`config.mk`:
```
export PLATFORM = sky130hd
export DESIGN_NAME = bfs_graph_walk_top
export DESIGN_NICKNAME = d
export VERILOG_FILES = /design/src/hw/rtl/bgw_pkg.sv /design/src/hw/rtl/bgw_adj_store.sv /design/src/hw/rtl/bfs_graph_walk_top.sv
export SDC_FILE = /design/constraint.sdc
export NUM_CORES = 1
export LEC_CHECK = 0
export BUFFER_PORTS_ARGS = -buffer_cell sky130_fd_sc_hd__buf_2
export CAP_MARGIN = 20
export CORE_AREA = 2 2 161 242
export DETAILED_ROUTE_END_ITERATION = 16
export DIE_AREA = 0 0 163 244
export MAX_ROUTING_LAYER = met4
export PLACE_DENSITY_LB_ADDON = 0.05
export SLEW_MARGIN = 0
export SYNTH_ARGS = -nofsm -noshare
export SYNTH_HDL_FRONTEND = slang
export SYNTH_HIERARCHICAL = 1
export SYNTH_SLANG_ARGS = --single-unit
```
`constraint.sdc`:
```
create_clock -name clk -period 7.2 [get_ports clk]
set_clock_uncertainty 0.2 [all_clocks]
set_input_delay 0.36 -clock clk [delete_from_list [all_inputs] [get_ports clk]]
set_output_delay 0.36 -clock clk [all_outputs]
set_load 0.01 [all_outputs]
```
`src/hw/rtl/bgw_pkg.sv`:
```
// ============================================================================
// bgw_pkg: shared types for the breadth-first graph walk engine
// Holds command and status codes and the request and status bundles that
// pass between the sequencer and the neighbor-list store.
// ============================================================================
package bgw_pkg;

    localparam int NODE_W = 4;
    localparam int SLOT_W = 4;
    localparam int CNT_W  = 5;

    typedef enum logic [1:0] {
        CMD_ADD    = 2'd0,
        CMD_SEARCH = 2'd1,
        CMD_CLEAR  = 2'd2
    } cmd_t;

    typedef enum logic [1:0] {
        ST_OK     = 2'd0,
        ST_FULL   = 2'd1,
        ST_RESULT = 2'd2
    } status_t;

    typedef struct packed {
        logic              wr;
        logic              clr;
        logic              rd;
        logic [NODE_W-1:0] node;
        logic [NODE_W-1:0] dest;
        logic [SLOT_W-1:0] slot;
    } adj_req_t;

    typedef struct packed {
        logic             full;
        logic [CNT_W-1:0] count;
    } adj_stat_t;

endpackage

```
`src/hw/rtl/bgw_adj_store.sv`:
```
// ============================================================================
// bgw_adj_store: per-node neighbor lists
// Keeps a fill count per node and a neighbor table memory with one write
// port and one registered read port. Appends, clears and reads entries.
// ============================================================================
module bgw_adj_store #(
    parameter int NODES      = 16,
    parameter int MAX_DEGREE = 4
) (
    input  logic                        clk,
    input  logic                        rst_n,
    input  bgw_pkg::adj_req_t           req,
    output bgw_pkg::adj_stat_t          stat,
    output logic [bgw_pkg::NODE_W-1:0]  rdata
);

    localparam int ACTIVE = (NODES < 16) ? NODES : 16;
    localparam int NW     = $clog2(ACTIVE);
    localparam int CW     = $clog2(MAX_DEGREE + 1);
    localparam int DW     = (MAX_DEGREE > 1) ? $clog2(MAX_DEGREE) : 1;
    localparam int DEPTH  = ACTIVE * MAX_DEGREE;
    localparam int AW     = (DEPTH > 1) ? $clog2(DEPTH) : 1;

    logic [CW-1:0]              count_reg [ACTIVE];
    logic [bgw_pkg::NODE_W-1:0] table_mem [DEPTH];
    logic [bgw_pkg::NODE_W-1:0] rdata_reg;
    logic [NW-1:0]              node_idx;
    logic [DW-1:0]              slot_idx;
    logic [CW-1:0]              cur_count;
    logic [AW-1:0]              wr_addr;
    logic [AW-1:0]              rd_addr;

    assign node_idx  = req.node[NW-1:0];
    assign slot_idx  = req.slot[DW-1:0];
    assign cur_count = count_reg[node_idx];
    assign wr_addr   = AW'(node_idx) * AW'(MAX_DEGREE) + AW'(cur_count);
    assign rd_addr   = AW'(node_idx) * AW'(MAX_DEGREE) + AW'(slot_idx);

    assign stat.count = bgw_pkg::CNT_W'(cur_count);
    assign stat.full  = (cur_count >= CW'(MAX_DEGREE));
    assign rdata      = rdata_reg;

    always_ff @(posedge clk or negedge rst_n)
    begin
        if (!rst_n)
        begin
            for (int i = 0; i < ACTIVE; i++)
            begin
                count_reg[i] <= '0;
            end
        end
        else if (req.clr)
        begin
            for (int i = 0; i < ACTIVE; i++)
            begin
                count_reg[i] <= '0;
            end
        end
        else if (req.wr)
        begin
            count_reg[node_idx] <= cur_count + CW'(1);
        end
    end

    always_ff @(posedge clk)
    begin
        if (req.wr)
        begin
            table_mem[wr_addr] <= req.dest;
        end
        if (req.rd)
        begin
            rdata_reg <= table_mem[rd_addr];
        end
    end

endmodule

```
`src/hw/rtl/bfs_graph_walk_top.sv`:
```
// ============================================================================
// bfs_graph_walk_top: breadth-first search engine over a small graph
// Builds per-node neighbor lists from add-edge transfers and walks the graph
// from a start node, reporting reach, hop distance and predecessor per node.
// ============================================================================
// Add-edge, clear and unused commands return a single acknowledge
// transfer. A search walks the reached nodes in queue order, reading each
// stored neighbor entry through the single registered read port of the
// neighbor table and checking it, then returns R = min(NODES, 16) result
// transfers, one per node. The block takes no new input while a search
// is running. No clearing pass is needed after reset.
module bfs_graph_walk_top #(
    parameter int NODES      = 16,
    parameter int MAX_DEGREE = 4
) (
    input  logic        clk,
    input  logic        rst_n,
    input  logic        s_axis_tvalid,
    output logic        s_axis_tready,
    input  logic [7:0]  s_axis_tdata,   // from_node[3:0], to_node[7:4]
    input  logic [1:0]  s_axis_tuser,   // cmd[1:0]
    output logic        m_axis_tvalid,
    input  logic        m_axis_tready,
    output logic [15:0] m_axis_tdata,   // node_id[3:0], reached[4],
                                        // hop_distance[8:5], predecessor[12:9]
    output logic [1:0]  m_axis_tuser,   // status[1:0]
    output logic        m_axis_tlast
);

    localparam int ACTIVE = (NODES < 16) ? NODES : 16;
    localparam int NW     = $clog2(ACTIVE);
    localparam int PW     = $clog2(ACTIVE + 1);
    localparam int CW     = $clog2(MAX_DEGREE + 1);
    localparam logic [4:0]    NODE_LIM = 5'(ACTIVE);
    localparam logic [NW-1:0] LAST_K   = NW'(ACTIVE - 1);

    typedef enum logic [4:0] {
        S_IDLE = 5'b00001,
        S_DEQ  = 5'b00010,
        S_RD   = 5'b00100,
        S_CHK  = 5'b01000,
        S_RPT  = 5'b10000
    } state_t;

    state_t               state_reg, state_next;
    logic [PW-1:0]        head_reg, head_next;
    logic [PW-1:0]        tail_reg, tail_next;
    logic [NW-1:0]        cur_reg, cur_next;
    logic [CW-1:0]        slot_reg, slot_next;
    logic [NW-1:0]        k_reg, k_next;
    logic [ACTIVE-1:0]    seen_reg, seen_next;
    logic [3:0]           hops_reg [ACTIVE];
    logic [NW-1:0]        pred_reg [ACTIVE];
    logic [NW-1:0]        fifo_reg [ACTIVE];

    logic                 m_valid_reg, m_valid_next;
    logic [15:0]          m_data_reg, m_data_next;
    logic [1:0]           m_user_reg, m_user_next;
    logic                 m_last_reg, m_last_next;

    bgw_pkg::cmd_t        cmd;
    logic [3:0]           from_node;
    logic [3:0]           to_node;
    logic                 from_ok;
    logic                 to_ok;
    logic                 in_fire;
    logic                 out_free;
    logic                 has_edge;
    logic                 start_load;
    logic                 discover;
    logic [NW-1:0]        start_idx;
    logic [NW-1:0]        nb_idx;
    logic [3:0]           hop_inc;
    bgw_pkg::adj_req_t    adj_req;
    bgw_pkg::adj_stat_t   adj_stat;
    logic [3:0]           adj_rdata;

    assign cmd       = bgw_pkg::cmd_t'(s_axis_tuser);
    assign from_node = s_axis_tdata[3:0];
    assign to_node   = s_axis_tdata[7:4];
    assign from_ok   = ({1'b0, from_node} < NODE_LIM);
    assign to_ok     = ({1'b0, to_node} < NODE_LIM);
    assign out_free  = !m_valid_reg || m_axis_tready;
    assign s_axis_tready = (state_reg == S_IDLE) && out_free;
    assign in_fire   = s_axis_tvalid && s_axis_tready;

    assign start_idx = from_node[NW-1:0];
    assign nb_idx    = adj_rdata[NW-1:0];
    assign hop_inc   = (hops_reg[cur_reg] == 4'hF) ? 4'hF : hops_reg[cur_reg] + 4'd1;
    assign has_edge  = (bgw_pkg::CNT_W'(slot_reg) < adj_stat.count);

    assign start_load = in_fire && (cmd == bgw_pkg::CMD_SEARCH) && from_ok;
    assign discover   = (state_reg == S_CHK) && !seen_reg[nb_idx];

    assign adj_req.wr   = in_fire && (cmd == bgw_pkg::CMD_ADD) && from_ok && to_ok
                          && !adj_stat.full;
    assign adj_req.clr  = in_fire && (cmd == bgw_pkg::CMD_CLEAR);
    assign adj_req.rd   = (state_reg == S_RD) && has_edge;
    assign adj_req.node = (state_reg == S_IDLE) ? from_node : bgw_pkg::NODE_W'(cur_reg);
    assign adj_req.dest = to_node;
    assign adj_req.slot = bgw_pkg::SLOT_W'(slot_reg);

    bgw_adj_store #(
        .NODES      (NODES),
        .MAX_DEGREE (MAX_DEGREE)
    ) u_adj_store (
        .clk   (clk),
        .rst_n (rst_n),
        .req   (adj_req),
        .stat  (adj_stat),
        .rdata (adj_rdata)
    );

    always_comb
    begin
        state_next   = state_reg;
        head_next    = head_reg;
        tail_next    = tail_reg;
        cur_next     = cur_reg;
        slot_next    = slot_reg;
        k_next       = k_reg;
        seen_next    = seen_reg;
        m_valid_next = m_axis_tready ? 1'b0 : m_valid_reg;
        m_data_next  = m_data_reg;
        m_user_next  = m_user_reg;
        m_last_next  = m_last_reg;

        unique case (state_reg)
            S_IDLE:
            begin
                if (in_fire)
                begin
                    if (cmd == bgw_pkg::CMD_SEARCH)
                    begin
                        seen_next = '0;
                        head_next = '0;
                        tail_next = '0;
                        if (from_ok)
                        begin
                            seen_next[start_idx] = 1'b1;
                            tail_next = PW'(1);
                        end
                        state_next = S_DEQ;
                    end
                    else
                    begin
                        m_valid_next = 1'b1;
                        m_data_next  = '0;
                        m_last_next  = 1'b1;
                        if ((cmd == bgw_pkg::CMD_ADD) && !adj_req.wr)
                        begin
                            m_user_next = bgw_pkg::ST_FULL;
                        end
                        else
                        begin
                            m_user_next = bgw_pkg::ST_OK;
                        end
                    end
                end
            end
            S_DEQ:
            begin
                if (head_reg == tail_reg)
                begin
                    k_next     = '0;
                    state_next = S_RPT;
                end
                else
                begin
                    cur_next   = fifo_reg[head_reg[NW-1:0]];
                    head_next  = head_reg + PW'(1);
                    slot_next  = '0;
                    state_next = S_RD;
                end
            end
            S_RD:
            begin
                state_next = has_edge ? S_CHK : S_DEQ;
            end
            S_CHK:
            begin
                if (discover)
                begin
                    seen_next[nb_idx] = 1'b1;
                    tail_next = tail_reg + PW'(1);
                end
                slot_next  = slot_reg + CW'(1);
                state_next = S_RD;
            end
            S_RPT:
            begin
                if (out_free)
                begin
                    m_valid_next = 1'b1;
                    m_data_next  = '0;
                    m_data_next[3:0] = bgw_pkg::NODE_W'(k_reg);
                    if (seen_reg[k_reg])
                    begin
                        m_data_next[4]    = 1'b1;
                        m_data_next[8:5]  = hops_reg[k_reg];
                        m_data_next[12:9] = bgw_pkg::NODE_W'(pred_reg[k_reg]);
                    end
                    m_user_next = bgw_pkg::ST_RESULT;
                    m_last_next = (k_reg == LAST_K);
                    if (k_reg == LAST_K)
                    begin
                        state_next = S_IDLE;
                    end
                    else
                    begin
                        k_next = k_reg + NW'(1);
                    end
                end
            end
            default:
            begin
                state_next = S_IDLE;
            end
        endcase
    end

    always_ff @(posedge clk or negedge rst_n)
    begin
        if (!rst_n)
        begin
            state_reg   <= S_IDLE;
            head_reg    <= '0;
            tail_reg    <= '0;
            cur_reg     <= '0;
            slot_reg    <= '0;
            k_reg       <= '0;
            seen_reg    <= '0;
            m_valid_reg <= 1'b0;
        end
        else
        begin
            state_reg   <= state_next;
            head_reg    <= head_next;
            tail_reg    <= tail_next;
            cur_reg     <= cur_next;
            slot_reg    <= slot_next;
            k_reg       <= k_next;
            seen_reg    <= seen_next;
            m_valid_reg <= m_valid_next;
        end
    end

    always_ff @(posedge clk)
    begin
        m_data_reg <= m_data_next;
        m_user_reg <= m_user_next;
        m_last_reg <= m_last_next;
        if (start_load)
        begin
            hops_reg[start_idx] <= '0;
            pred_reg[start_idx] <= start_idx;
            fifo_reg[0]         <= start_idx;
        end
        if (discover)
        begin
            hops_reg[nb_idx]              <= hop_inc;
            pred_reg[nb_idx]              <= cur_reg;
            fifo_reg[tail_reg[NW-1:0]]    <= nb_idx;
        end
    end

    assign m_axis_tvalid = m_valid_reg;
    assign m_axis_tdata  = m_data_reg;
    assign m_axis_tuser  = m_user_reg;
    assign m_axis_tlast  = m_last_reg;

endmodule
```
# --- Yosys cells after proc, flatten, opt, wreduce, memory -nomap -nowiden ---
# Memories as Yosys holds them, arrays and structs flattened. A register that Yosys moved wholly into a read port is not among the register bits.
# Cells that the tools add are included.
word_totals:
  ff_bits: 106
  ramBits: 448
  input_bits: 14
  output_inout_bits: 21
  n_memories: 4
memory_table:
  columns: ["name", "words", "word_bits", "rd", "rd_ports_with_merged_regs", "wr", "line", "text"]
  rows:
  - ["u_adj_store.table_mem", 64, 4, 1, 1, 1, "bgw_adj_store.sv:25", "logic [bgw_pkg::NODE_W-1:0] table_mem [DEPTH];"]
  - ["fifo_reg", 16, 4, 1, 1, 1, "bfs_graph_walk_top.sv:54", "logic [NW-1:0] fifo_reg [ACTIVE];"]
  - ["hops_reg", 16, 4, 2, 0, 1, "bfs_graph_walk_top.sv:52", "logic [3:0] hops_reg [ACTIVE];"]
  - ["pred_reg", 16, 4, 1, 0, 1, "bfs_graph_walk_top.sv:53", "logic [NW-1:0] pred_reg [ACTIVE];"]
op_classes:
  addsub: 8
  magnitude_cmp: 9
  n_eq_ne: 19
  mux: 77
  bitwise: 3
  reduce_logical: 35
ops:
  columns: ["op", "n"]
  rows:
  - ["16-bit two-way mux", 6]
  - ["48-bit two-way mux", 2]
  - ["16-bit case mux with 2 select lines", 2]
  - ["5-bit two-way mux", 11]
  - ["48-bit bitwise mux", 1]
  - ["4-bit two-way mux", 12]
  - ["5-bit case mux with 5 select lines", 1]
  - ["1-bit two-way mux", 21]
  - ["5-bit case mux with 2 select lines", 2]
  - ["4-bit AND reduction", 5]
  - ["2-bit inequality test, second input constant", 8]
  - ["16-bit bitwise OR", 1]
  - ["4-bit by 5-bit less-than comparator with 1-bit output, second input constant", 3]
  - ["3-bit binary-select mux with 4-bit select", 1]
  - ["3-bit demux with 4-bit select", 1]
  - ["1-bit logical AND", 12]
  - ["3-bit two-way mux", 4]
  - ["2-bit nonzero test", 6]
  - ["4-bit OR reduction", 3]
  - ["5-bit by 1-bit adder with 5-bit output, second input constant", 2]
  - ["9-bit two-way mux", 1]
  - ["4-bit by 1-bit adder with 4-bit output, second input constant", 2]
  - ["1-bit binary-select mux with 4-bit select", 2]
  - ["1-bit demux with 4-bit select", 2]
  - ["29 further kinds", 40]

# --- Logic depth before layout (Yosys ltp) ---
depth:
  word_depth: 15
  mapped_depth: 16
  depth_no_buf: 12

# --- By module ---
# The synthesis kept the hierarchy.
modules_own_cells:
  columns: ["module", "n_inst", "cells_per_inst", "area_per_inst_um2"]
  rows:
  - ["bgw_adj_store", 1, 760, 12781.0]
  - ["bfs_graph_walk_top", 1, 703, 11446.0]

# --- Worst setup path before layout ---
# No wires, ideal clock.
synth_timing:
  path_kind: "register -> register"
  startpoint: "register state_reg[2]"
  endpoint: "memory u_adj_store/table_mem[50][0] (netlist name) (enable)"
  setup_time_ps: 329
  arrival_ps: 4251
  required_ps: 6671
  setup_slack_ps: 2420
  path_stages_with_launch: 15
  period_less_slack_ps: 4780
  path_cell_list: "dfrtp_1 -> nor4_1 -> nand2_1 -> mux2_2 -> buf_6 -> buf_4 -> buf_2 -> mux4_2 -> mux4_2 -> buf_4 -> nor4_1 -> nor2b_1 -> nor2b_1 -> nand2_1 -> nor2_1"
synth_lines:
  columns: ["element", "line", "text"]
  rows:
  - ["from (decl)", "bfs_graph_walk_top.sv:45", "state_t state_reg, state_next;"]
  - ["from (signal assigned)", "bfs_graph_walk_top.sv:237", "state_reg <= state_next;"]
  - ["to (decl)", "bgw_adj_store.sv:25", null]

==> reports/results.txt <==
DR vias - 13500
Worst R2R Start - state_reg[2]$_DFFE_PN0P_
Die Wd - 163 um
Leak pwr - 8.59 nW
Routed len/inst - 27.4 um
Reg with most FFs - u_adj_store/table_mem
Warning count from the yosys run - 6
Worst hold slack - 0.0290 ns
Fillcell total - 2446
DRC viols - 0
Worst Setup EP - u_adj_store/table_mem[0][1]$_DFFE_PP_
CP Data Required Time - 7.23 ns
Row Count - 87
PwrDens - 310 mW/mm^2
Setup_tns - 0 ns
Setup crit start - state_reg[2]$_DFFE_PN0P_
Slew Limit Fails - 0
Syn avg cell area - 16.6 um^2
GPL Wtd Cong - 0.885
Post-synth top area share - 58.0%
Tmin final - 5.91 ns
First-pass GRT wire length - 84500 um
RSZ-0062 raised after global routing - false
Count leader, synth - edfxtp_1
Clock sink total - 559
GRT overflow - 0
Gate count of the mapped netlist - 1463
Final Setup Violations - 0
Worst setup SP type - flop
CTS buffer count - 49
Nets@finish - 1516
Share of cells above drive strength 1 - 22.7%
Max-Cap Viols - 0
Maximum clock rate - 169 MHz
Final worst-path cycle share - 82.1%
Tot GR Track Use - 29.7%
Number of distinct library cells after synthesis - 64
Setup CP Type - reg2reg
Dpl ws - 1.39 ns
Worst reg-to-reg path cell count - 10
H-tree depth - 2
Initial cell density of the core - 64.5%
Setup ws final - 1.29 ns
IO buf count - 31
Synth Register Bits - 559
Least-Margin Pin Slew - 1.14 ns
Fin util - 70.5%
Initial DRC Count - 1428
Outcome - complete, no violations
First drt pass iteration count - 5
Hold crit path type - in2reg
Antenna Nets Post-Route - 0
Area grow syn2layout - 9.32%
Hpwl dp - 36600 um
Clk slew on worst S/H paths - 0.07 ns
Core footprint - 0.0376 mm^2
Die ar. - 0.0398 mm^2
Worst-path maximum fanout - 27
Max reg flops - 256
Asr flop ratio synth - 16.3%
Total wire length - 55300 um
WP data arrival - 5.94 ns
Via density - 6.70
Clk Tree Root Cell - clkbuf_16
R2R Setup Slk - 1.29 ns
Largest net degree at the start of global routing - 65
Relative slew slack - 24.0%
Synth area leader - edfxtp_1
Post-synth top cells - edfxtp_1, mux4_2, nor2_1
Crit. End Element - flop
Most used DFF post-synth - edfxtp_1
CTS tree - built
Seq/Total Area, Yosys - 67.4%
CTS resizes - 0
R2r endpoint - u_adj_store/table_mem[0][1]$_DFFE_PP_
CTS Buffer Depth - 3
Antenna violations before repair - 0
Peak VDD IR - 0.246 mV
Seq. cell area - 0.0163 mm^2
Clock Latency Late Sink - 0.58 ns
Top post-synthesis cells by area - edfxtp_1, mux4_2, dfrtp_1, nor2_1, a21oi_1
EDFF count, synth - 468
Multi-input logic area - 0.00739 mm^2
Top Ports - 35
Final Hold Vio Count - 0
Number of global-route vias before repair - 14100
Power Total - 8.22 mW
Synth Cell Area - 0.0242 mm^2
Die Ht - 244 um
==> repair_timing <==
action / in CTS / in global routing
endpoints found under the hold margin: 38 / 0
setup endpoints to repair: 0 / 0
buffers inserted: 0 / 0
hold buffers: 5 / 0
==> how the worst min path moves through the flow <==
stage,cells after the start,slack (ns),to,from
floorplan,0,-0.14,cur_reg[0]$_DFFE_PN0P_,rst_n
global placement,1,0.12,u_adj_store/count_reg[24]$_DFFE_PN0P_,rst_n
detailed placement,1,0.13,u_adj_store/count_reg[39]$_DFFE_PN0P_,rst_n
CTS,1,0.02,u_adj_store/table_mem[28][0]$_DFFE_PP_,s_axis_tdata[4]
global route,1,0.03,u_adj_store/table_mem[28][0]$_DFFE_PP_,s_axis_tdata[4]
finish,1,0.03,u_adj_store/table_mem[28][0]$_DFFE_PP_,s_axis_tdata[4]
==> power by group <==
part	leakage (nW)	internal, mW	switching, mW
combinational	2.48	0.727	1.00
clock	0.790	1.48	1.14
sequential	5.31	3.67	0.201
==> per-layer routing <==
metal / global-route usage (%) / vias to the layer above / wire, um
li1: - / 5870 / -
met1: 35.7 / 6968 / 19700
met2: 51.2 / 538 / 29800
met3: 3.22 / 163 / 3080
met4: 13.1 / 0 / 2720
met5: - / - / 0
==> per-stage QoR <==
stage,std cells,cell area (um^2)
final,2021,26500
after global routing,2019,26500
after CTS,2014,26400
after detailed placement,1920,24800
after global placement,1917,24800
after floorplan,1466,24200
==> layout make-up <==
type	count	area share (%)
Antenna cell	2	0.0189
Clock buffer	57	4.94
Clock inverter	32	1.08
Inverter	12	0.170
Multi-Input combinational cell	797	27.9
Sequential cell	559	61.7
Tap cell	489	2.31
Timing Repair Buffer	73	1.91
==> cell usage in the layout (no fill, tap or decap), types with 30 or more instances in the layout <==
| cell type | n |
|---|---|
| a21oi_1 | 66 |
| dfrtp_1 | 87 |
| clkbuf_16 | 51 |
| nor2_1 | 144 |
| buf_4 | 36 |
| mux4_2 | 155 |
| nand2_1 | 63 |
| o21ai_0 | 31 |
| buf_2 | 30 |
| a22oi_1 | 30 |
| edfxtp_1 | 468 |
==> kinds of logic (layout without fill, tap and decap cells) <==
kind of cell | after synthesis | in the layout | share of synthesized area, %
adder cells (fa/ha/maj) | 10 | 10 | 0.516
buffers and inverters | 110 | 174 | 2.19
flip-flops | 559 | 559 | 67.4
AO/OA/AOI/OAI | 215 | 215 | 5.69
AND/OR/NAND/NOR | 358 | 358 | 7.01
XOR/XNOR | 16 | 16 | 0.578
other | 2 | 7 | 0.0310
multiplexers | 193 | 193 | 16.6
==> worst max-delay path: stages, from the launching register on <==
cell	delay (ns)
dfrtp_1	0.41
nor4_1	0.39
nand2_1	0.30
mux2_2	0.87
mux4_2	0.62
mux4_2	0.56
nor4_1	0.76
nor2b_1	0.25
nor2b_1	0.56
nand2_1	0.30
nor2_1	0.35
Power figures use the tool's default switching activity.
